==> src/rtl/psc_pkg.sv <==
`timescale 1ns / 1ps
`default_nettype none

package psc_pkg;

  // geometry of the fixed-point datapath
  localparam int unsigned COORD_BITS  = 16;
  localparam int unsigned FIELD_BITS  = 16;
  localparam int unsigned ENTRY_BITS  = 21;
  localparam int unsigned AXES        = 3;
  localparam int unsigned ROW_BITS    = AXES * ENTRY_BITS;
  localparam int unsigned DIFF_BITS   = COORD_BITS + 1;
  localparam int unsigned PROD_BITS   = ENTRY_BITS + DIFF_BITS;
  localparam int unsigned ACC_BITS    = PROD_BITS + 2;
  localparam int unsigned COMP_BITS   = ACC_BITS - COORD_BITS;
  localparam int unsigned SQ_BITS     = 2 * COMP_BITS;
  localparam int unsigned SUM_BITS    = SQ_BITS + 2;
  localparam int unsigned DIST_BITS   = 46;
  localparam int unsigned SHELL_BITS  = 2;
  localparam int unsigned CUTOFF_REGS = 3;
  localparam int unsigned MAX_SHELLS  = 3;

  // configuration port
  localparam int unsigned CFG_IDX_BITS  = 3;
  localparam int unsigned CFG_DATA_BITS = ROW_BITS;

  localparam logic [AXES-1:0] PERIODIC_RESET = '1;

  typedef enum logic [CFG_IDX_BITS-1:0] {
    REG_BASIS_ROW_0    = 3'd0,
    REG_BASIS_ROW_1    = 3'd1,
    REG_BASIS_ROW_2    = 3'd2,
    REG_PERIODIC_MASK  = 3'd3,
    REG_CUTOFF_FIRST   = 3'd4,
    REG_CUTOFF_SECOND  = 3'd5,
    REG_CUTOFF_THIRD   = 3'd6,
    REG_ACTIVE_SHELLS  = 3'd7
  } cfg_reg_e;

  typedef logic        [FIELD_BITS-1:0] field_t;
  typedef logic signed [DIFF_BITS-1:0]  diff_t;
  typedef logic signed [PROD_BITS-1:0]  prod_t;
  typedef logic        [COMP_BITS-1:0]  mag_t;
  typedef logic        [SQ_BITS-1:0]    sq_t;
  typedef logic        [DIST_BITS-1:0]  dist_t;
  typedef logic        [SHELL_BITS-1:0] shell_t;

  typedef struct packed {
    logic [AXES-1:0][ROW_BITS-1:0]     basis;
    logic [AXES-1:0]                   periodic;
    logic [CUTOFF_REGS-1:0][DIST_BITS-1:0] cutoff;
    shell_t                            active;
  } cfg_t;

  // load enables of the five pipeline stages
  typedef struct packed {
    logic s1;
    logic s2;
    logic s3;
    logic s4;
    logic s5;
  } pipe_en_t;

endpackage

`default_nettype wire

==> src/rtl/psc_classify.sv <==
`timescale 1ns / 1ps
`default_nettype none

module psc_classify (
  input  logic                 clk_i,
  input  psc_pkg::pipe_en_t    en_i,
  input  psc_pkg::cfg_t        cfg_i,
  input  psc_pkg::mag_t        mag_i [psc_pkg::AXES],
  input  logic                 same_i,
  output psc_pkg::shell_t      shell_o,
  output logic                 beyond_o,
  output psc_pkg::dist_t       dist_sq_o
);
  import psc_pkg::*;

  localparam logic [SUM_BITS-1:0] DistMax = SUM_BITS'({DIST_BITS{1'b1}});

  sq_t    sq_d [AXES];
  sq_t    sq_q [AXES];
  logic   same4_q;
  shell_t shell_d, shell_q;
  logic   beyond_d, beyond_q;
  dist_t  dist_d, dist_q;

  // stage 4: squares of the cartesian components
  always_comb begin
    for (int i = 0; i < AXES; i++) begin
      sq_d[i] = mag_i[i] * mag_i[i];
    end
  end

  always_ff @(posedge clk_i) begin
    if (en_i.s4) begin
      sq_q    <= sq_d;
      same4_q <= same_i;
    end
  end

  // stage 5: sum, saturate, first active cutoff strictly above the distance; a same-site pair gives all zeros
  always_comb begin
    logic [SUM_BITS-1:0]   sum;
    logic [SHELL_BITS-1:0] n;
    logic                  hit;
    sum = SUM_BITS'(sq_q[0]) + SUM_BITS'(sq_q[1]) + SUM_BITS'(sq_q[2]);
    if (sum > DistMax) begin
      sum = DistMax;
    end
    n = (cfg_i.active > SHELL_BITS'(MAX_SHELLS)) ? SHELL_BITS'(MAX_SHELLS) : cfg_i.active;
    hit     = 1'b0;
    shell_d = '0;
    for (int i = 0; i < CUTOFF_REGS; i++) begin
      if (!hit && (SHELL_BITS'(i) < n) && (SUM_BITS'(cfg_i.cutoff[i]) > sum)) begin
        hit     = 1'b1;
        shell_d = SHELL_BITS'(i + 1);
      end
    end
    beyond_d = !hit;
    dist_d   = sum[DIST_BITS-1:0];
    if (same4_q) begin
      shell_d  = '0;
      beyond_d = 1'b0;
      dist_d   = '0;
    end
  end

  always_ff @(posedge clk_i) begin
    if (en_i.s5) begin
      shell_q  <= shell_d;
      beyond_q <= beyond_d;
      dist_q   <= dist_d;
    end
  end

  assign shell_o   = shell_q;
  assign beyond_o  = beyond_q;
  assign dist_sq_o = dist_q;

endmodule

`default_nettype wire
==> config.mk <==
export PLATFORM = sky130hd
export DESIGN_NAME = psc_classify
export DESIGN_NICKNAME = d
export VERILOG_FILES = /design/src/rtl/psc_pkg.sv /design/src/rtl/psc_classify.sv
export SDC_FILE = /design/constraint.sdc
export NUM_CORES = 2
export LEC_CHECK = 0
export ABC_AREA = 1
export BUFFER_PORTS_ARGS = -buffer_cell sky130_fd_sc_hd__buf_2
export CAP_MARGIN = 20
export CORE_MARGIN = 10
export CORE_UTILIZATION = 50
export DETAILED_ROUTE_END_ITERATION = 12
export PLACE_DENSITY = 0.75
export SLEW_MARGIN = 10
export SYNTH_ARGS = -nofsm -noshare
export SYNTH_HDL_FRONTEND = slang
export SYNTH_SLANG_ARGS = --single-unit
==> constraint.sdc <==
create_clock -name clk_i -period 9.4 [get_ports clk_i]
set_clock_uncertainty 0.05 [all_clocks]
set_input_delay 0.94 -clock clk_i [delete_from_list [all_inputs] [get_ports clk_i]]
set_output_delay 0.94 -clock clk_i [all_outputs]
set_load 0.05 [all_outputs]
==> reports/qor.txt <==
TritonRoute pass-1 iters - 6
Hold Vio Cnt, Final - 0
Detailed Place HPWL - 131.4 mm
Mapped Avg Cell Area - 8.645 um^2
Die width - 371.7 um
Area leader, netlist - fa_1
Clk sinks - 191
Vias in the first global route - 49,661
# IOs - 460
Via count - 45,604
# rows - 128
Worst path max stage delay - 0.61 ns
H-tree depth - 4
Design Area, Final - 65,270 um^2
Total of max-cap violations - 0
Crit Path Class - primary input to register
Net count, final - 9,709
Max Transition Viols Final - 0
Number of synthesized flops with an enable pin - 191
Cts hold-fix bufs - 0
Initial antenna violation count - 2
Min cycle time layout - 8.107 ns
Distinct cells, synth - 57
Initial DRC Count - 3,055
Post-CTS resize count - 0
Period utilisation layout - 0.8625
CP Data Arrival Time - 8.29 ns
CP startpoint - mag_i[34]
Post-place instance area - 64,650 um^2
Slowest stage cell, crit path - fa_1
Worst-path clk slew - 0.10 ns
Crit path buffers/inverters - 6
Crit. End Element - register
Sequential-to-total area share from yosys stat - 0.09276
First-pass GRT wire length - 255.2 mm
R2r startpoint - sq_q[92]
Slew Limit Headroom - 0.3489
Yosys top cell area share - 0.4254
Congestion Overflow GR - 0
Die height - 371.7 um
Yosys warns - 0
Root Driver - clkbuf_16
Total Die Area - 138,100 um^2
Drt wl/cell - 17.61 um
DRC violations left - 0
Async SR Flop Fraction - 0
Gp weighted congestion - 0.9474
Clock Path Buffers - 2
Slew @ Worst Pin - 0.9677 ns
Post-synth top flop - edfxtp_1
CTS tree - yes
CORE AREA - 122,400 um^2
Largest net degree at the start of global routing - 74
Post-synthesis instance total - 7,153
Hold WC Path Type - primary input to register
Worst setup SP type - primary input
FMAX - 0.1233 GHz
Outcome - completed
RSZ-0062 raised after global routing - no
TritonCTS Buffers - 17
ANT nets after route - 0
Worst EP required - 9.59 ns
Setup TNS - 0 ns
Total GRT Usage - 0.2321
Worst hold start - same_i
Vias per std cell - 5.111
CP Max Fanout - 25
Area growth syn-to-layout - 5.548%
Ranking of synthesized cells by area - fa_1 (43%), ha_1 (14%), inv_1 (14%)
Fin Hold WS - 0.5842 ns
Setup Viol. Count Final - 0
Buffers inserted during post-CTS setup optimization - 0
Synthesized cell area - 61,830 um^2
Fill cells - 10,978
Initial core utilization - 0.5054
Wirelength, routed - 157.1 mm
Port bufs - 264
Flops & latches, synth - 191
Share of layout cells above drive strength 1 - 0.05223
CP most frequent cell - fa_1
Worst skew pair latency - 0.49 ns
Delay-heaviest family, CP - adder cells
-- area by class of cell --
class / count / area (um^2) / share of cell area
clock buffer: 17 / 425.4 / 0.006518
tap: 1625 / 2033 / 0.03115
multi-input combinational: 4483 / 46790 / 0.7169
inverter: 2315 / 8690 / 0.1331
clock inverter: 15 / 186.4 / 0.002856
antenna: 2 / 5.005 / 0.00007668
sequential: 191 / 5736 / 0.08788
timing repair buffer: 274 / 1400 / 0.02145
-- sequential cells by signal, indices dropped and copies added, names as in the netlist --
register   count
beyond_o       1
sq_q         141
same4_q        1
dist_sq_o     46
shell_o        2
-- worst paths after layout --
check	depth (start not counted)	endpoint	slack [ns]
setup / recovery	31	sq_q[94]	1.29
hold / removal	1	same4_q	0.58
setup reg to reg	29	beyond_o	2.54
hold reg to reg	1	shell_o[0]	0.63
-- placed cells by master, fill, tap and decap left out, types with 9 or more instances in the layout --
master,synthesis,layout
inv_1,2299,2298
nand2_1,1332,1332
fa_1,1314,1314
ha_1,702,702
buf_2,3,264
a21oi_1,256,256
nor2_1,242,242
edfxtp_1,191,191
xor2_1,119,119
o21ai_0,110,110
xnor2_1,83,83
nand3_1,65,65
a31oi_1,38,38
nand4_1,33,33
a21o_1,18,18
inv_2,16,17
o21bai_1,17,17
clkbuf_16,0,17
nor3_1,16,16
or2_2,13,13
o21a_1,11,11
o21ai_1,11,11
buf_4,0,9
-- synthesized netlist by cell type, drive strengths merged (3+ instances only) --
library cell     n
a2111oi          4
a21o            18
nor3            21
a211oi           8
xor2           119
o21ai          123
o221ai           4
nand4           34
a21boi           8
xnor2           83
o21bai          18
o2111ai          4
buf              3
nand2         1340
or2             13
o211ai           7
ha             702
inv           2315
a31o             4
nor4             6
o21a            11
o31ai            5
nand3           72
a31oi           38
nor2           252
fa            1314
a21oi          259
edfxtp         191
clkbuf         163
-- routing by layer --
layer | up-vias | global-route usage | wire (um) | part of all wire
li1 | 21067 | - | - | -
met1 | 22580 | 0.2979 | 63300 | 0.40
met2 | 1634 | 0.3990 | 76760 | 0.49
met3 | 323 | 0.03610 | 11580 | 0.074
met4 | 0 | 0.07696 | 5453 | 0.035
met5 | - | 0 | 0 | 0
-- per-stage QoR --
stage | std cells | worst slack [ns] | util
2_1_floorplan | 7155 | 1.926 | -
3_3_place_gp | 8887 | 0.9309 | 0.5283
3_5_place_dp | 8888 | 0.8582 | 0.5284
4_1_cts | 8920 | 1.365 | 0.5334
5_1_grt | 8920 | 0.8564 | 0.5334
6_report | 8922 | 1.293 | 0.5334
-- logic make-up after synthesis --
logic type,share of synthesized area
simple gates,0.1127
other cells,0.00006065
xor+xnor,0.02861
flops,0.09276
compound gates,0.04773
fa+ha+maj,0.5675
buf+inv,0.1507
Power is not shown: default switching activity piles up to over one toggle a cycle in this logic, so the estimate is an artifact.
