$ cat src/rtl/psc_pkg.sv
`timescale 1ns / 1ps
`default_nettype none

package psc_pkg;

  // geometry of the fixed-point datapath
  localparam int unsigned COORD_BITS  = 16;
  localparam int unsigned FIELD_BITS  = 16;
  localparam int unsigned ENTRY_BITS  = 21;
  localparam int unsigned AXES        = 3;
  localparam int unsigned ROW_BITS    = AXES * ENTRY_BITS;
  localparam int unsigned DIFF_BITS   = COORD_BITS + 1;
  localparam int unsigned PROD_BITS   = ENTRY_BITS + DIFF_BITS;
  localparam int unsigned ACC_BITS    = PROD_BITS + 2;
  localparam int unsigned COMP_BITS   = ACC_BITS - COORD_BITS;
  localparam int unsigned SQ_BITS     = 2 * COMP_BITS;
  localparam int unsigned SUM_BITS    = SQ_BITS + 2;
  localparam int unsigned DIST_BITS   = 46;
  localparam int unsigned SHELL_BITS  = 2;
  localparam int unsigned CUTOFF_REGS = 3;
  localparam int unsigned MAX_SHELLS  = 3;

  // configuration port
  localparam int unsigned CFG_IDX_BITS  = 3;
  localparam int unsigned CFG_DATA_BITS = ROW_BITS;

  localparam logic [AXES-1:0] PERIODIC_RESET = '1;

  typedef enum logic [CFG_IDX_BITS-1:0] {
    REG_BASIS_ROW_0    = 3'd0,
    REG_BASIS_ROW_1    = 3'd1,
    REG_BASIS_ROW_2    = 3'd2,
    REG_PERIODIC_MASK  = 3'd3,
    REG_CUTOFF_FIRST   = 3'd4,
    REG_CUTOFF_SECOND  = 3'd5,
    REG_CUTOFF_THIRD   = 3'd6,
    REG_ACTIVE_SHELLS  = 3'd7
  } cfg_reg_e;

  typedef logic        [FIELD_BITS-1:0] field_t;
  typedef logic signed [DIFF_BITS-1:0]  diff_t;
  typedef logic signed [PROD_BITS-1:0]  prod_t;
  typedef logic        [COMP_BITS-1:0]  mag_t;
  typedef logic        [SQ_BITS-1:0]    sq_t;
  typedef logic        [DIST_BITS-1:0]  dist_t;
  typedef logic        [SHELL_BITS-1:0] shell_t;

  typedef struct packed {
    logic [AXES-1:0][ROW_BITS-1:0]     basis;
    logic [AXES-1:0]                   periodic;
    logic [CUTOFF_REGS-1:0][DIST_BITS-1:0] cutoff;
    shell_t                            active;
  } cfg_t;

  // load enables of the five pipeline stages
  typedef struct packed {
    logic s1;
    logic s2;
    logic s3;
    logic s4;
    logic s5;
  } pipe_en_t;

endpackage

`default_nettype wire

$ cat src/rtl/psc_cfg_regs.sv
`timescale 1ns / 1ps
`default_nettype none

module psc_cfg_regs (
  input  logic                                clk_i,
  input  logic                                rst_ni,
  input  logic                                cfg_we_i,
  input  logic [psc_pkg::CFG_IDX_BITS-1:0]    cfg_idx_i,
  input  logic [psc_pkg::CFG_DATA_BITS-1:0]   cfg_wdata_i,
  output psc_pkg::cfg_t                       cfg_o
);
  import psc_pkg::*;

  cfg_t cfg_q;

  always_ff @(posedge clk_i or negedge rst_ni) begin
    if (!rst_ni) begin
      cfg_q.basis    <= '0;
      cfg_q.periodic <= PERIODIC_RESET;
      cfg_q.cutoff   <= '0;
      cfg_q.active   <= '0;
    end else if (cfg_we_i) begin
      unique case (cfg_reg_e'(cfg_idx_i))
        REG_BASIS_ROW_0:   cfg_q.basis[0]  <= ROW_BITS'(cfg_wdata_i);
        REG_BASIS_ROW_1:   cfg_q.basis[1]  <= ROW_BITS'(cfg_wdata_i);
        REG_BASIS_ROW_2:   cfg_q.basis[2]  <= ROW_BITS'(cfg_wdata_i);
        REG_PERIODIC_MASK: cfg_q.periodic  <= cfg_wdata_i[AXES-1:0];
        REG_CUTOFF_FIRST:  cfg_q.cutoff[0] <= cfg_wdata_i[DIST_BITS-1:0];
        REG_CUTOFF_SECOND: cfg_q.cutoff[1] <= cfg_wdata_i[DIST_BITS-1:0];
        REG_CUTOFF_THIRD:  cfg_q.cutoff[2] <= cfg_wdata_i[DIST_BITS-1:0];
        REG_ACTIVE_SHELLS: cfg_q.active    <= cfg_wdata_i[SHELL_BITS-1:0];
        default:           cfg_q           <= cfg_q;
      endcase
    end
  end

  assign cfg_o = cfg_q;

endmodule

`default_nettype wire

$ cat config.mk
export PLATFORM = sky130hd
export DESIGN_NAME = psc_cfg_regs
export DESIGN_NICKNAME = d
export VERILOG_FILES = /design/src/rtl/psc_pkg.sv /design/src/rtl/psc_cfg_regs.sv
export SDC_FILE = /design/constraint.sdc
export NUM_CORES = 1
export LEC_CHECK = 0
export ABC_AREA = 1
export BUFFER_PORTS_ARGS = -buffer_cell sky130_fd_sc_hd__buf_2
export CORE_AREA = 2 2 180 164
export DETAILED_ROUTE_END_ITERATION = 10
export DIE_AREA = 0 0 182 166
export HOLD_SLACK_MARGIN = 0.03
export MAX_ROUTING_LAYER = met4
export PLACE_DENSITY = 0.76
export REMOVE_ABC_BUFFERS = 1
export SETUP_SLACK_MARGIN = 0.5
export SYNTH_ARGS = -nofsm -noshare
export SYNTH_HDL_FRONTEND = slang
export SYNTH_SLANG_ARGS = --single-unit
export TNS_END_PERCENT = 5
$ cat constraint.sdc
create_clock -name clk_i -period 0.8 [get_ports clk_i]
set_input_delay 0.08 -clock clk_i [delete_from_list [all_inputs] [get_ports clk_i]]
set_output_delay 0.08 -clock clk_i [all_outputs]
set_load 0.01 [all_outputs]
==> impl_table.tex <==
\begin{tabular}{lr}
\hline
Metric & Value \\
\hline
\multicolumn{2}{l}{\textbf{Routing}} \\
\quad Via density per instance & 5.341 \\
\quad Total wire length after detailed routing & 42750 um \\
\quad Iteration-0 DRC Markers & 906 \\
\quad Post-detailed-route count of antenna-violating nets & 0 \\
\quad 1st-pass router iterations & 7 \\
\quad Vias after detailed routing & 12180 \\
\quad Routed length per instance & 18.74 um \\
\quad DRC & 0 \\
\multicolumn{2}{l}{\textbf{Synth}} \\
\quad Netlist Area Pre-Place & 12890 um2 \\
\quad Synthesized area per cell & around 8.9 um2 \\
\quad Count of different cell masters after synthesis & 12 \\
\quad Cells after synthesis & 1447 \\
\quad Number of register bits inferred by synthesis & 332 \\
\quad Portion of the post-synthesis area used by sequential elements & 64.49\% \\
\quad Number of warnings reported in the yosys synthesis log & 0 \\
\multicolumn{2}{l}{\textbf{Critical path}} \\
\quad Crit Path Class & register to output pin \\
\quad Required time at the endpoint of the critical path & about 0.72 ns \\
\quad Cell chain of the critical path & buf\_6 \\
\quad Slowest Stage Delay on Critical Path & 0.55 ns \\
\quad Worst Path Max Fanout & 2 \\
\quad Largest delay contributor family on the critical path & flip-flops \\
\quad Crit path capture type & output pin \\
\quad Worst setup SP type & register \\
\quad Critical Path AT & approximately 1.2 ns \\
\quad Buffers and inverters on the worst path & 1 \\
\quad Max stage delay cell, worst path & dfstp\_2 \\
\multicolumn{2}{l}{\textbf{Die}} \\
\quad Horizontal die dimension & 182 um \\
\quad Vert. Die Dim & 166 um \\
\quad Core Area & 28490 um2 \\
\quad Area of the die & 30210 um2 \\
\quad Initial standard-cell utilization of the core & between 40\% and 50\% \\
\quad Count of pins on the block boundary & between 400 and 500 \\
\quad Number of cell rows & a little under 60 \\
\multicolumn{2}{l}{\textbf{Layout}} \\
\quad Non-filler cells in the finished layout & 2281 \\
\quad Synth-to-Final Area Change & 42.03\% \\
\quad Antenna diode count & 0 \\
\quad Largest register FFs & 332 \\
\quad Count of fill cells added during filler insertion & 2208 \\
\quad Final non-filler cell area & 18310 um2 \\
\quad Total number of nets in the final design & between 1500 and 2000 \\
\quad Proportion of layout cells with a drive suffix above 1 & 31.33\% \\
\multicolumn{2}{l}{\textbf{GRT}} \\
\quad Pin count of the biggest net entering global routing & 57 \\
\quad First-pass GRT wire length & 67590 um \\
\quad Remaining global-route overflow & 0 \\
\quad Antenna violations before repair & 0 \\
\quad Overall fraction of global-route tracks in use & 28.97\% \\
\quad Number of global-route vias before repair & 12180 \\
\multicolumn{2}{l}{\textbf{Clocking}} \\
\quad Clock-pin slew reported for the worst setup and hold paths after clock tree synthesis & around 0.060 ns \\
\quad Worst-skew pair later-pin latency & 0.50 ns \\
\quad Root Buffer Master & clkbuf\_16 \\
\quad CTS buffer count & 35 \\
\quad TritonCTS clock tree & built \\
\quad Max clock buf depth & 3 \\
\quad Clock H-tree levels & 2 \\
\quad Num Clock Sinks & 332 \\
\multicolumn{2}{l}{\textbf{STA}} \\
\quad Relative slew margins & 73.18\% \\
\quad Final clock skew & 0 ns \\
\quad Max frequency & 0.8082 GHz \\
\quad Share of the cycle needed by the critical path after routing & 154.7\% \\
\quad Number of endpoints failing setup at the final stage & about 330 \\
\quad Final hold violations & 664 \\
\quad Unrepaired setup endpoints after global routing & yes \\
\quad Min Hold Slack & -0.4892 ns \\
\quad Final worst-path setup slack & -0.4374 ns \\
\quad Final total negative setup slack & -101.46 ns \\
\quad Time the worst path needs with I/O delays and setup & $\sim$1.2 ns \\
\quad Max-slew violation count & 0 \\
\quad Slew at the pin closest to its max-slew limit & 0.4023 ns \\
\multicolumn{2}{l}{\textbf{Power}} \\
\quad Combinational Power Share & 23.3\% \\
\quad Leakage power summed over all cells & 0.01028 uW \\
\quad Switching power summed over all nets & 15030 uW \\
\quad Design Power & $\sim$51000 uW \\
\quad Part of the total power dissipated in the clock network & 33.3\% \\
\quad Net switching fraction of the power & 29.55\% \\
\quad Internal power & 35820 uW \\
\quad Sequential Power Share & approximately 43\% \\
\quad Power density cells & 2777 nW/um2 \\
\quad IR drop worst, VDD & $\sim$0.0018 V \\
\multicolumn{2}{l}{\textbf{Status}} \\
\quad Violated checks & negative hold slack, negative setup slack \\
\quad Outcome & complete, but fails checks \\
\multicolumn{2}{l}{\textbf{Hold path}} \\
\quad Hold Path Class & input pin to async pin \\
\multicolumn{2}{l}{\textbf{Place}} \\
\quad Placer congestion estimate & 0.8392 \\
\quad Half-perimeter wire length after placement & 27890 um \\
\quad Number of cells in the design after placement & $\sim$2200 \\
\quad Worst setup slack before clock tree synthesis & -0.3836 ns \\
\quad Number of buffer cells added on primary ports & 400 \\
\quad Placed cell area & 16010 um2 \\
\multicolumn{2}{l}{\textbf{Run}} \\
\quad Number of max-cap violations & 0 \\
\hline
\end{tabular}
-- per-stage QoR --
stage / hold WS, ns / util (%)
4_1_cts: -0.5053 / 62.98
6_report: -0.4892 / 64.24
2_1_floorplan: -0.2156 / -
5_1_grt: -0.5065 / 64.24
3_3_place_gp: 0.02703 / 56.20
3_5_place_dp: 0.03468 / 56.20
-- synthesized netlist by cell type --
cell type	number	area share, %
dfrtp_1	329	64
nor2_1	5	0.15
buf_2	64	2.5
nand2_2	4	0.19
nor2_2	3	0.15
clkbuf_1	23	0.67
inv_1	3	0.087
buf_1	5	0.15
dfstp_2	3	0.61
nand3_1	235	9.1
inv_2	3	0.087
nand2_1	770	22
-- power groups by stage --
stage / clock network (uW) / registers [uW] / logic, uW
floorplan: 0 / 23400 / 2800
global placement: 0 / 21900 / 9840
detailed placement: 0 / 21900 / 10100
CTS: 17100 / 21900 / 11400
global route: 17800 / 22400 / 12900
finish: 16900 / 22000 / 11900
-- timing repair --
| action | CTS | global route |
|---|---|---|
| resized for setup | 110 | 59 |
| endpoints found under the hold margin | 664 | 664 |
| pin swaps | 313 | 292 |
| buffers inserted | 13 | 10 |
| setup endpoints to repair | 664 | 664 |
-- routing by layer --
layer  wire length [um]  vias to the layer above  share of wire, %  GRT usage (%)
li1                   -                     5441                 -              -
met1              16750                     5942                39          37.39
met2              20300                      691                47          45.50
met3               4350                      109                10          6.579
met4               1357                        0               3.2          9.818
met5                  0                        -                 0              -
-- cells in the final DEF, fill, tap and decap left out --
| master | netlist | layout |
|---|---|---|
| nand3_2 | 0 | 7 |
| inv_4 | 0 | 1 |
| clkinv_4 | 0 | 2 |
| clkinv_2 | 0 | 5 |
| bufinv_16 | 0 | 3 |
| clkbuf_8 | 0 | 10 |
| nand2_1 | 770 | 750 |
| nand2_2 | 4 | 21 |
| dfstp_2 | 3 | 3 |
| buf_4 | 0 | 56 |
| clkbuf_1 | 23 | 5 |
| buf_8 | 0 | 3 |
| nand3_1 | 235 | 227 |
| nand3_4 | 0 | 1 |
| inv_1 | 3 | 2 |
| dfrtp_1 | 329 | 329 |
| buf_6 | 0 | 124 |
| buf_2 | 64 | 277 |
| nor2_4 | 0 | 6 |
| clkbuf_16 | 0 | 37 |
| nand2_4 | 0 | 3 |
| buf_12 | 0 | 37 |
| nor2_1 | 5 | 2 |
| buf_16 | 0 | 1 |
| inv_2 | 3 | 3 |
-- worst paths after layout --
check / from / to / slack (ns) / cells after the start
worst max-delay path: cfg_o[140] / cfg_o[140] / -0.44 / 1
worst max register to register: cfg_o[116] / cfg_o[116] / -0.04 / 4
worst min register to register: cfg_o[202] / cfg_o[202] / 0.46 / 2
max in group asynchronous: rst_ni / cfg_o[142] / 0.81 / 3
worst min-delay path: rst_ni / cfg_o[96] / -0.49 / 2
min in group clk_i: cfg_wdata_i[54] / cfg_o[197] / -0.16 / 3
-- kinds of logic (layout without fill, tap and decap cells) --
family	Yosys count	count (layout)	synth area share (%)
simple gates	1017	1017	32.04
flops	332	332	64.49
buf+inv	98	566	3.475
-- final cells by class --
| type | count | area [um2] | area share, % |
|---|---|---|---|
| Clock buffer | 52 | 1082 | 5.913 |
| Multi-Input combinational cell | 1017 | 4279 | 23.38 |
| Timing Repair Buffer | 498 | 4016 | 21.94 |
| Tap cell | 366 | 457.9 | 2.502 |
| Sequential cell | 332 | 8312 | 45.41 |
| Inverter | 6 | 25.02 | 0.1367 |
| Clock inverter | 10 | 132.6 | 0.7245 |
(Power assumes the default switching activity.)
