`src/rtl/psc_pkg.sv`:
```
`timescale 1ns / 1ps
`default_nettype none

package psc_pkg;

  // geometry of the fixed-point datapath
  localparam int unsigned COORD_BITS  = 16;
  localparam int unsigned FIELD_BITS  = 16;
  localparam int unsigned ENTRY_BITS  = 21;
  localparam int unsigned AXES        = 3;
  localparam int unsigned ROW_BITS    = AXES * ENTRY_BITS;
  localparam int unsigned DIFF_BITS   = COORD_BITS + 1;
  localparam int unsigned PROD_BITS   = ENTRY_BITS + DIFF_BITS;
  localparam int unsigned ACC_BITS    = PROD_BITS + 2;
  localparam int unsigned COMP_BITS   = ACC_BITS - COORD_BITS;
  localparam int unsigned SQ_BITS     = 2 * COMP_BITS;
  localparam int unsigned SUM_BITS    = SQ_BITS + 2;
  localparam int unsigned DIST_BITS   = 46;
  localparam int unsigned SHELL_BITS  = 2;
  localparam int unsigned CUTOFF_REGS = 3;
  localparam int unsigned MAX_SHELLS  = 3;

  // configuration port
  localparam int unsigned CFG_IDX_BITS  = 3;
  localparam int unsigned CFG_DATA_BITS = ROW_BITS;

  localparam logic [AXES-1:0] PERIODIC_RESET = '1;

  typedef enum logic [CFG_IDX_BITS-1:0] {
    REG_BASIS_ROW_0    = 3'd0,
    REG_BASIS_ROW_1    = 3'd1,
    REG_BASIS_ROW_2    = 3'd2,
    REG_PERIODIC_MASK  = 3'd3,
    REG_CUTOFF_FIRST   = 3'd4,
    REG_CUTOFF_SECOND  = 3'd5,
    REG_CUTOFF_THIRD   = 3'd6,
    REG_ACTIVE_SHELLS  = 3'd7
  } cfg_reg_e;

  typedef logic        [FIELD_BITS-1:0] field_t;
  typedef logic signed [DIFF_BITS-1:0]  diff_t;
  typedef logic signed [PROD_BITS-1:0]  prod_t;
  typedef logic        [COMP_BITS-1:0]  mag_t;
  typedef logic        [SQ_BITS-1:0]    sq_t;
  typedef logic        [DIST_BITS-1:0]  dist_t;
  typedef logic        [SHELL_BITS-1:0] shell_t;

  typedef struct packed {
    logic [AXES-1:0][ROW_BITS-1:0]     basis;
    logic [AXES-1:0]                   periodic;
    logic [CUTOFF_REGS-1:0][DIST_BITS-1:0] cutoff;
    shell_t                            active;
  } cfg_t;

  // load enables of the five pipeline stages
  typedef struct packed {
    logic s1;
    logic s2;
    logic s3;
    logic s4;
    logic s5;
  } pipe_en_t;

endpackage

`default_nettype wire

```
`src/rtl/psc_delta.sv`:
```
`timescale 1ns / 1ps
`default_nettype none

module psc_delta (
  input  logic                                clk_i,
  input  logic                                en_i,
  input  logic [psc_pkg::AXES-1:0]            periodic_i,
  input  psc_pkg::field_t                     site_a_i,
  input  psc_pkg::field_t                     site_b_i,
  input  psc_pkg::field_t                     a_i [psc_pkg::AXES],
  input  psc_pkg::field_t                     b_i [psc_pkg::AXES],
  output psc_pkg::diff_t                      d_o [psc_pkg::AXES],
  output logic                                same_o
);
  import psc_pkg::*;

  diff_t d_d [AXES];
  diff_t d_q [AXES];
  logic  same_q;

  always_comb begin
    logic [COORD_BITS-1:0] ca;
    logic [COORD_BITS-1:0] cb;
    logic [DIFF_BITS-1:0]  raw;
    for (int j = 0; j < AXES; j++) begin
      ca  = COORD_BITS'(a_i[j]);
      cb  = COORD_BITS'(b_i[j]);
      raw = {1'b0, cb} - {1'b0, ca};
      // minimum image: keep the low bits as a two's complement value
      if (periodic_i[j]) begin
        d_d[j] = {raw[COORD_BITS-1], raw[COORD_BITS-1:0]};
      end else begin
        d_d[j] = raw;
      end
    end
  end

  always_ff @(posedge clk_i) begin
    if (en_i) begin
      d_q    <= d_d;
      same_q <= (site_a_i == site_b_i);
    end
  end

  assign d_o    = d_q;
  assign same_o = same_q;

endmodule

`default_nettype wire

```
`config.mk`:
```
export PLATFORM = sky130hd
export DESIGN_NAME = psc_delta
export DESIGN_NICKNAME = d
export VERILOG_FILES = /design/src/rtl/psc_pkg.sv /design/src/rtl/psc_delta.sv
export SDC_FILE = /design/constraint.sdc
export NUM_CORES = 1
export LEC_CHECK = 0
export ABC_AREA = 1
export BUFFER_PORTS_ARGS = -buffer_cell sky130_fd_sc_hd__buf_2
export CORE_MARGIN = 4
export CORE_UTILIZATION = 53
export CTS_CLUSTER_DIAMETER = 80
export CTS_CLUSTER_SIZE = 24
export DETAILED_ROUTE_END_ITERATION = 10
export PLACE_DENSITY = 0.87
export SYNTH_ARGS = -nofsm -noshare
export SYNTH_HDL_FRONTEND = slang
export SYNTH_SLANG_ARGS = --single-unit
```
`constraint.sdc`:
```
create_clock -name clk_i -period 4.1 [get_ports clk_i]
set_clock_uncertainty 0.1 [all_clocks]
set_input_delay 0.82 -clock clk_i [delete_from_list [all_inputs] [get_ports clk_i]]
set_output_delay 0.82 -clock clk_i [all_outputs]
set_load 0.01 [all_outputs]
```
==> flow_summary_export.csv, run 1 <==
group,metric,value,unit
layout,final_cells,888,
global_routing,grt_remaining_overflow,0,
worst_setup_path,crit_fanout,3,
job,maxCapViolCount,0,
global_routing,antenna_found_initial,1,
synthesis,netlist_area,0.004504,mm^2
detailed_routing,wl_met3,645,um
worst_setup_path,critical_path_class,"primary input to flip-flop",
worst_setup_path,crit_buf_inv,1,
status,status,"finished, final reports clean",
layout,diodes,0,
layout,syn_to_final_growth,25.92,%
worst_setup_path,crit_path_max_incr_delay,420,ps
detailed_routing,drc_errors,0,
die,die_h,100.2,um
detailed_routing,routed.top_layer,"met5",
layout,finalNetCount,966,
synthesis,syn-num-nets,774,
worst_setup_path,crit_arrival,2200,ps
die,io_pins,185,
worst_setup_path,end_kind,"flip-flop",
sta,finalMaxSlewViolations,0,
global_routing,grt_max_degree,39,
synthesis,synthFlopType,"edfxtp_1",
global_routing,grtUsageTotal,22.77,%
placed_design,hpwlAfterDp,9885,um
worst_setup_path,cp.required,4080,ps
sta,post-route-min-period,2221,ps
clock_network,cts_setup_buffers,0,
detailed_routing,wl,11670,um
sta,fin_crit_sh,54.17,%
synthesis,synth_edf_count,52,
sta,slew_headroom,38.63,%
clock_network,cts_resized,0,
placed_design,io_buffer_count,184,
synthesis,synthArstFlopShare,0,%
clock_network,root_buffer,"clkbuf_8",
power_and_ir_drop,vdd_ir_drop_max,0.1419,mV
detailed_routing,wl_met1,4742,um
synthesis,synth_seq_cells,52,
detailed_routing,postRouteAntennaNets,0,
die,coreArea,0.008258,mm^2
synthesis,yosysUniqueCellTypes,22,
global_routing,grt_first_pass_wirelength,18510,um
worst_hold_path,min_to,"d_o[33]",
die,die-area,0.01004,mm^2
clock_network,numCtsBuffers,5,
synthesis,synth-seq-area-share,34.67,%
synthesis,yosysWarnings,0,
placed_design,place_inst,880,
placed_design,pre_cts_ws,1539,ps
detailed_routing,vias_per_cell,4.941,
worst_hold_path,worstHoldPathType,"primary input to flip-flop",
worst_setup_path,slowest_stage,"fa_1",
clock_network,clockBufferDepth,2,
worst_setup_path,crit_chain,"buf_2, ha_1, fa_1, o21ai_2, nand2_1, nand2_2, nand3_1, nand3_1, nand2_1",
worst_setup_path,setup.worst_path.start_class,"primary input",
worst_setup_path,path_delay_family,"adder cells",
sta,finalSetupViolCount,0,
global_routing,grt_pass1_vias,4338,
clock_network,cts_hold_buffers,0,
sta,fin_ws,1879,ps
power_and_ir_drop,p_leak,3.220,nW
detailed_routing,drt_iter0_drc,137,
placed_design,routabilityCongestion,0.9289,
sta,holdWs,727.4,ps
power_and_ir_drop,power_density,298.5,mW/mm^2
synthesis,netlist_instances,590,
detailed_routing,wl_met2,5978,um
sta,grt_setup_unrepaired,"no",
worst_hold_path,hp-start,"periodic_i[1]",
clock_network,cts_tree,"built",
detailed_routing,drtPass1Iterations,4,
detailed_routing,vias,4388,
sta,final.setup.tns,0,ps
die,fp-row-count,33,
clock_network,cts.clk_slew.worst_paths,100,ps
worst_hold_path,hold_depth,3,
die,die-width,100.2,um
layout,drive_above_1_share,25.93,%
die,initial_core_util,54.55,%
sta,fmax,0.4503,GHz
sta,worstMarginPinSlew,920.6,ps
synthesis,postSynthAreaPerCell,7.634,um^2
sta,hold_viol_final,0,
clock_network,htree_levels,2,
detailed_routing,post_drt_wl_per_cell,13.14,um
clock_network,cts_num_sinks,52,
[stage by stage]
| step | total power [mW] | utilization, % | cell area (um^2) |
|---|---|---|---|
| 2_1_floorplan | 1.103 | - | 4504 |
| 3_3_place_gp | 1.326 | 67.38 | 5564 |
| 3_5_place_dp | 1.342 | 67.38 | 5564 |
| 4_1_cts | 1.702 | 68.68 | 5672 |
| 5_1_grt | 1.803 | 68.68 | 5672 |
| 6_report | 1.693 | 68.68 | 5672 |
[metal layers]
metal  GRT usage (%)  vias up
met3           3.614       25
met1           25.86     1961
li1                -     2267
met2           43.17      133
met5               0        -
met4           7.254        2
[registers in the layout (all words and copies together) (netlist names)]
signal / flops
same_o: 1
d_o: 51
[report_power, final]
group,switching [mW],internal [mW]
combinational,0.360,0.257
sequential,0.0228,0.692
clock,0.179,0.182
[final cells by class]
class	instances	area, um^2
clock buffers	6	72.57
clock inverters	2	35.03
fillers	728	2586
inverters	119	446.7
multi-input cells	419	2496
flip-flops and latches	52	1562
well taps	105	131.4
repair buffers	185	928.4
[how the worst max path moves through the flow]
| stage | from | endpoint | slack (ps) | cells after the start |
|---|---|---|---|---|
| final | a_i[32] | d_o[48] | 1880 | 9 |
| after global routing | b_i[0] | d_o[14] | 1770 | 10 |
| after CTS | a_i[16] | d_o[33] | 1870 | 9 |
| after detailed placement | a_i[16] | d_o[33] | 1540 | 9 |
| after global placement | a_i[0] | d_o[14] | 1560 | 9 |
| after floorplan | b_i[0] | d_o[14] | 1760 | 9 |
[cell usage after synthesis, types with 5 or more instances]
library cell	n	area, um^2
a21oi_1	38	190.2
xnor2_1	9	78.83
edfxtp_1	52	1562
nand3b_1	5	37.54
o21bai_1	7	52.55
nor3_1	8	40.04
inv_1	119	446.7
ha_1	48	600.6
xor2_1	32	280.3
a21o_1	9	67.56
nand2_2	5	31.28
nand4_1	5	31.28
nand3_1	36	180.2
nor2_1	46	172.7
nand2_1	153	574.3
[placed cells by master, fill, tap and decap left out, drive strengths merged, types with 5 or more instances in the layout]
cell type / count
nand4: 5
clkbuf: 6
nor2: 46
inv: 119
nand3: 36
buf: 185
o21ai: 6
nand2: 158
a21oi: 38
nor3: 8
xnor2: 9
edfxtp: 52
ha: 48
a21o: 9
xor2: 32
nand3b: 5
o21bai: 7
[worst min-delay path: cells and delay by family]
| family | cells | cell delay [ps] |
|---|---|---|
| buf+inv | 1 | 90 |
| simple gates | 2 | 120 |
[cells by family (layout without fill, tap and decap cells)]
| group | after synthesis | after routing | synth area share [%] |
|---|---|---|---|
| and+or+nand+nor | 266 | 266 | 24.81 |
| adders and majority gates | 51 | 51 | 14.67 |
| AOI/OAI and AO/OA | 61 | 61 | 7.972 |
| DFF | 52 | 52 | 34.67 |
| xor gates and xnor gates | 41 | 41 | 7.972 |
| buffers and inverters | 119 | 312 | 9.917 |
No activity file was read; power rests on OpenSTA's default activity.
==> run 2, diff against run 1 <==
ABC_AREA = 0   (was 1)
CORE_UTILIZATION = 44   (was 53)
PLACE_DENSITY = 0.78   (was 0.87)
clock period = 1.88 ns   (was 4.1 ns; I/O delays follow)
==> run 2 against run 1 <==
  * Sequential share of layout area decreased by 4.7 points
  * Via count about the same
  * Worst setup slack got worse by 2100 ps
  * Worst hold slack got worse by 410 ps
  * Combinational power grew to 3.0 times the previous value
  * Die area is 10% higher
  * Largest cell class unchanged
  * The flow now finishes with violations (negative setup slack)
  * Synthesized cell count is 27% lower
  * Cell count is 6.6% lower
  * Flip-flop and latch count is the same
  * Final area is 21% higher
==> flow_summary_export.csv, run 2 <==
group,metric,value,unit
placed_design,place_inst,805,
layout,largest_register_ff_count,51,
global_routing,grt_pass1_vias,4588,
synthesis,netlist_instances,429,
layout,finalNetCount,902,
layout,multiInputGateArea,0.002938,mm^2
synthesis,synthArstFlopShare,0,%
global_routing,grtUsageTotal,22.02,%
detailed_routing,post_drt_wl_per_cell,15.60,um
global_routing,met3_usage,4.324,%
power_and_ir_drop,vdd_ir_drop_max,0.3752,mV
die,die_h,105.2,um
synthesis,synth_top_cell_by_area,"edfxtp_1",
synthesis,yosysUniqueCellTypes,47,
synthesis,syn-num-nets,613,
clock_network,htree_levels,2,
global_routing,grt_first_pass_wirelength,19970,um
clock_network,cts_num_sinks,52,
sta,post-route-min-period,2063,ps
synthesis,synthTopCellsByCount,"67 x inv_1, 52 x edfxtp_1, 48 x ha_1",
synthesis,yosysMostFrequentCell,"inv_1",
layout,final_cells,829,
layout,drive_above_1_share,53.48,%
placed_design,io_buffer_count,184,
synthesis,synth-seq-area-share,37.59,%
status,violations,"negative setup slack",
die,coreArea,0.009196,mm^2
placed_design,hpwlAfterDp,9808,um
detailed_routing,vias,4384,
worst_hold_path,hold_depth,2,
layout,layout_common_cells,"169 x buf_2, 97 x buf_4, 54 x inv_1",
layout,syn_to_final_growth,64.88,%
status,status,"finished, violations left",
power_and_ir_drop,power_density,595.4,mW/mm^2
global_routing,grt_remaining_overflow,0,
detailed_routing,wl,12930,um
global_routing,antenna_found_initial,0,
die,io_pins,185,
synthesis,netlist_area,0.004154,mm^2
sta,fin_crit_sh,109.7,%
sta,finalMaxSlewViolations,0,
synthesis,synthTopCellsByArea,"edfxtp_1 38%, ha_1 14%, xnor2_1 8.4%",
sta,worstMarginPinSlew,384.4,ps
layout,finish.utilization,74.48,%
global_routing,grt_max_degree,53,
power_and_ir_drop,power,4.078,mW
sta,grt_setup_unrepaired,"yes",
layout,diodes,0,
detailed_routing,postRouteAntennaNets,0,
die,initial_core_util,45.17,%
sta,hold_viol_final,0,
die,fp-row-count,35,
sta,fin_ws,-183.0,ps
sta,finalSetupViolCount,19,
worst_setup_path,critical_path_class,"primary input to flip-flop",
clock_network,numCtsBuffers,5,
power_and_ir_drop,p_leak,3.228,nW
synthesis,yosysWarnings,0,
die,die-width,105.2,um
clock_network,root_buffer,"clkbuf_8",
synthesis,synthFlopType,"edfxtp_1",
detailed_routing,drc_errors,0,
synthesis,synth_seq_cells,52,
clock_network,cts.clk_slew.worst_paths,100,ps
layout,fillCellCount,618,
global_routing,met1_usage,23.88,%
detailed_routing,drtPass1Iterations,4,
placed_design,routabilityCongestion,0.9533,
layout,seq_area,0.001562,mm^2
clock_network,clockBufferDepth,2,
worst_setup_path,setup.worst_path.start_class,"primary input",
clock_network,cts_tree,"built",
worst_setup_path,crit_arrival,2020,ps
clock_network,cts_hold_buffers,0,
synthesis,postSynthAreaPerCell,9.683,um^2
sta,fmax,0.4847,GHz
worst_hold_path,worstHoldPathType,"primary input to flip-flop",
job,maxCapViolCount,0,
worst_setup_path,end_kind,"flip-flop",
detailed_routing,vias_per_cell,5.288,
synthesis,synth_edf_count,52,
global_routing,met2_usage,41.61,%
detailed_routing,drt_iter0_drc,123,
worst_setup_path,cp.required,1840,ps
global_routing,globalRoute.busiestLayer,"met2",
die,die-area,0.01106,mm^2
placed_design,pre_cts_ws,-637.0,ps
worst_setup_path,crit_fanout,2,
sta,slew_headroom,74.10,%
layout,final_common_cell,"buf_2",
synthesis,synth_top_area_share,37.59,%
run 2: per-stage QoR:
stage	hold WS, ps	cell area (um^2)	TNS [ps]
6_report	319.5	6849	-2078
5_1_grt	318.1	6849	-3133
4_1_cts	301.7	6543	-1985
3_5_place_dp	632.3	6206	-13670
3_3_place_gp	616.4	6206	-11700
2_1_floorplan	388.5	4532	-3019
run 2: cell type report:
| cell class | instances | area share, % |
|---|---|---|
| Inverter | 67 | 4.366 |
| Clock buffer | 5 | 1.005 |
| Timing Repair Buffer | 286 | 26.73 |
| Clock inverter | 2 | 0.1827 |
| Tap cell | 111 | 2.028 |
| Sequential cell | 52 | 22.80 |
| Multi-Input combinational cell | 306 | 42.89 |
run 2: worst paths after layout:
| check | end | start |
|---|---|---|
| setup / recovery | d_o[14] | b_i[0] |
| hold / removal | d_o[16] | periodic_i[2] |
run 2: worst max-delay path, stage by stage:
cell and delay, ps:
buf_8 110, inv_12 40, ha_4 130, fa_2 230
nor2b_4 50, o31a_1 260, o32a_1 340, a31oi_2 230
a21oi_2 100, xor2_1 150
run 2: report_power, final:
group	internal [mW]	total, mW	switching, mW
Sequential	1.51	1.56	0.0476
Clock	0.254	0.651	0.397
Combinational	0.967	1.87	0.899
run 2: per-layer routing:
layer	share of wire [%]	wire [um]
met2	52	6712
met1	38	4911
met3	6.8	874
met5	0	0
met4	3.4	435
run 2: cell families (layout without fill, tap and decap cells):
logic type | count (synthesis) | in the layout | synth area share (%)
compound gates | 109 | 109 | 17.77
xor+xnor | 51 | 51 | 10.75
fa+ha+maj | 51 | 51 | 15.90
buf+inv | 71 | 360 | 6.416
flops | 52 | 52 | 37.59
mux | 1 | 1 | 0.3613
simple gates | 94 | 94 | 11.20
run 2: what timing repair did:
| action | CTS | global route |
|---|---|---|
| pin swaps | 39 | 33 |
| endpoints found under the setup margin | 24 | 29 |
| gates resized for setup | 40 | 45 |
| buffers inserted | 12 | 7 |
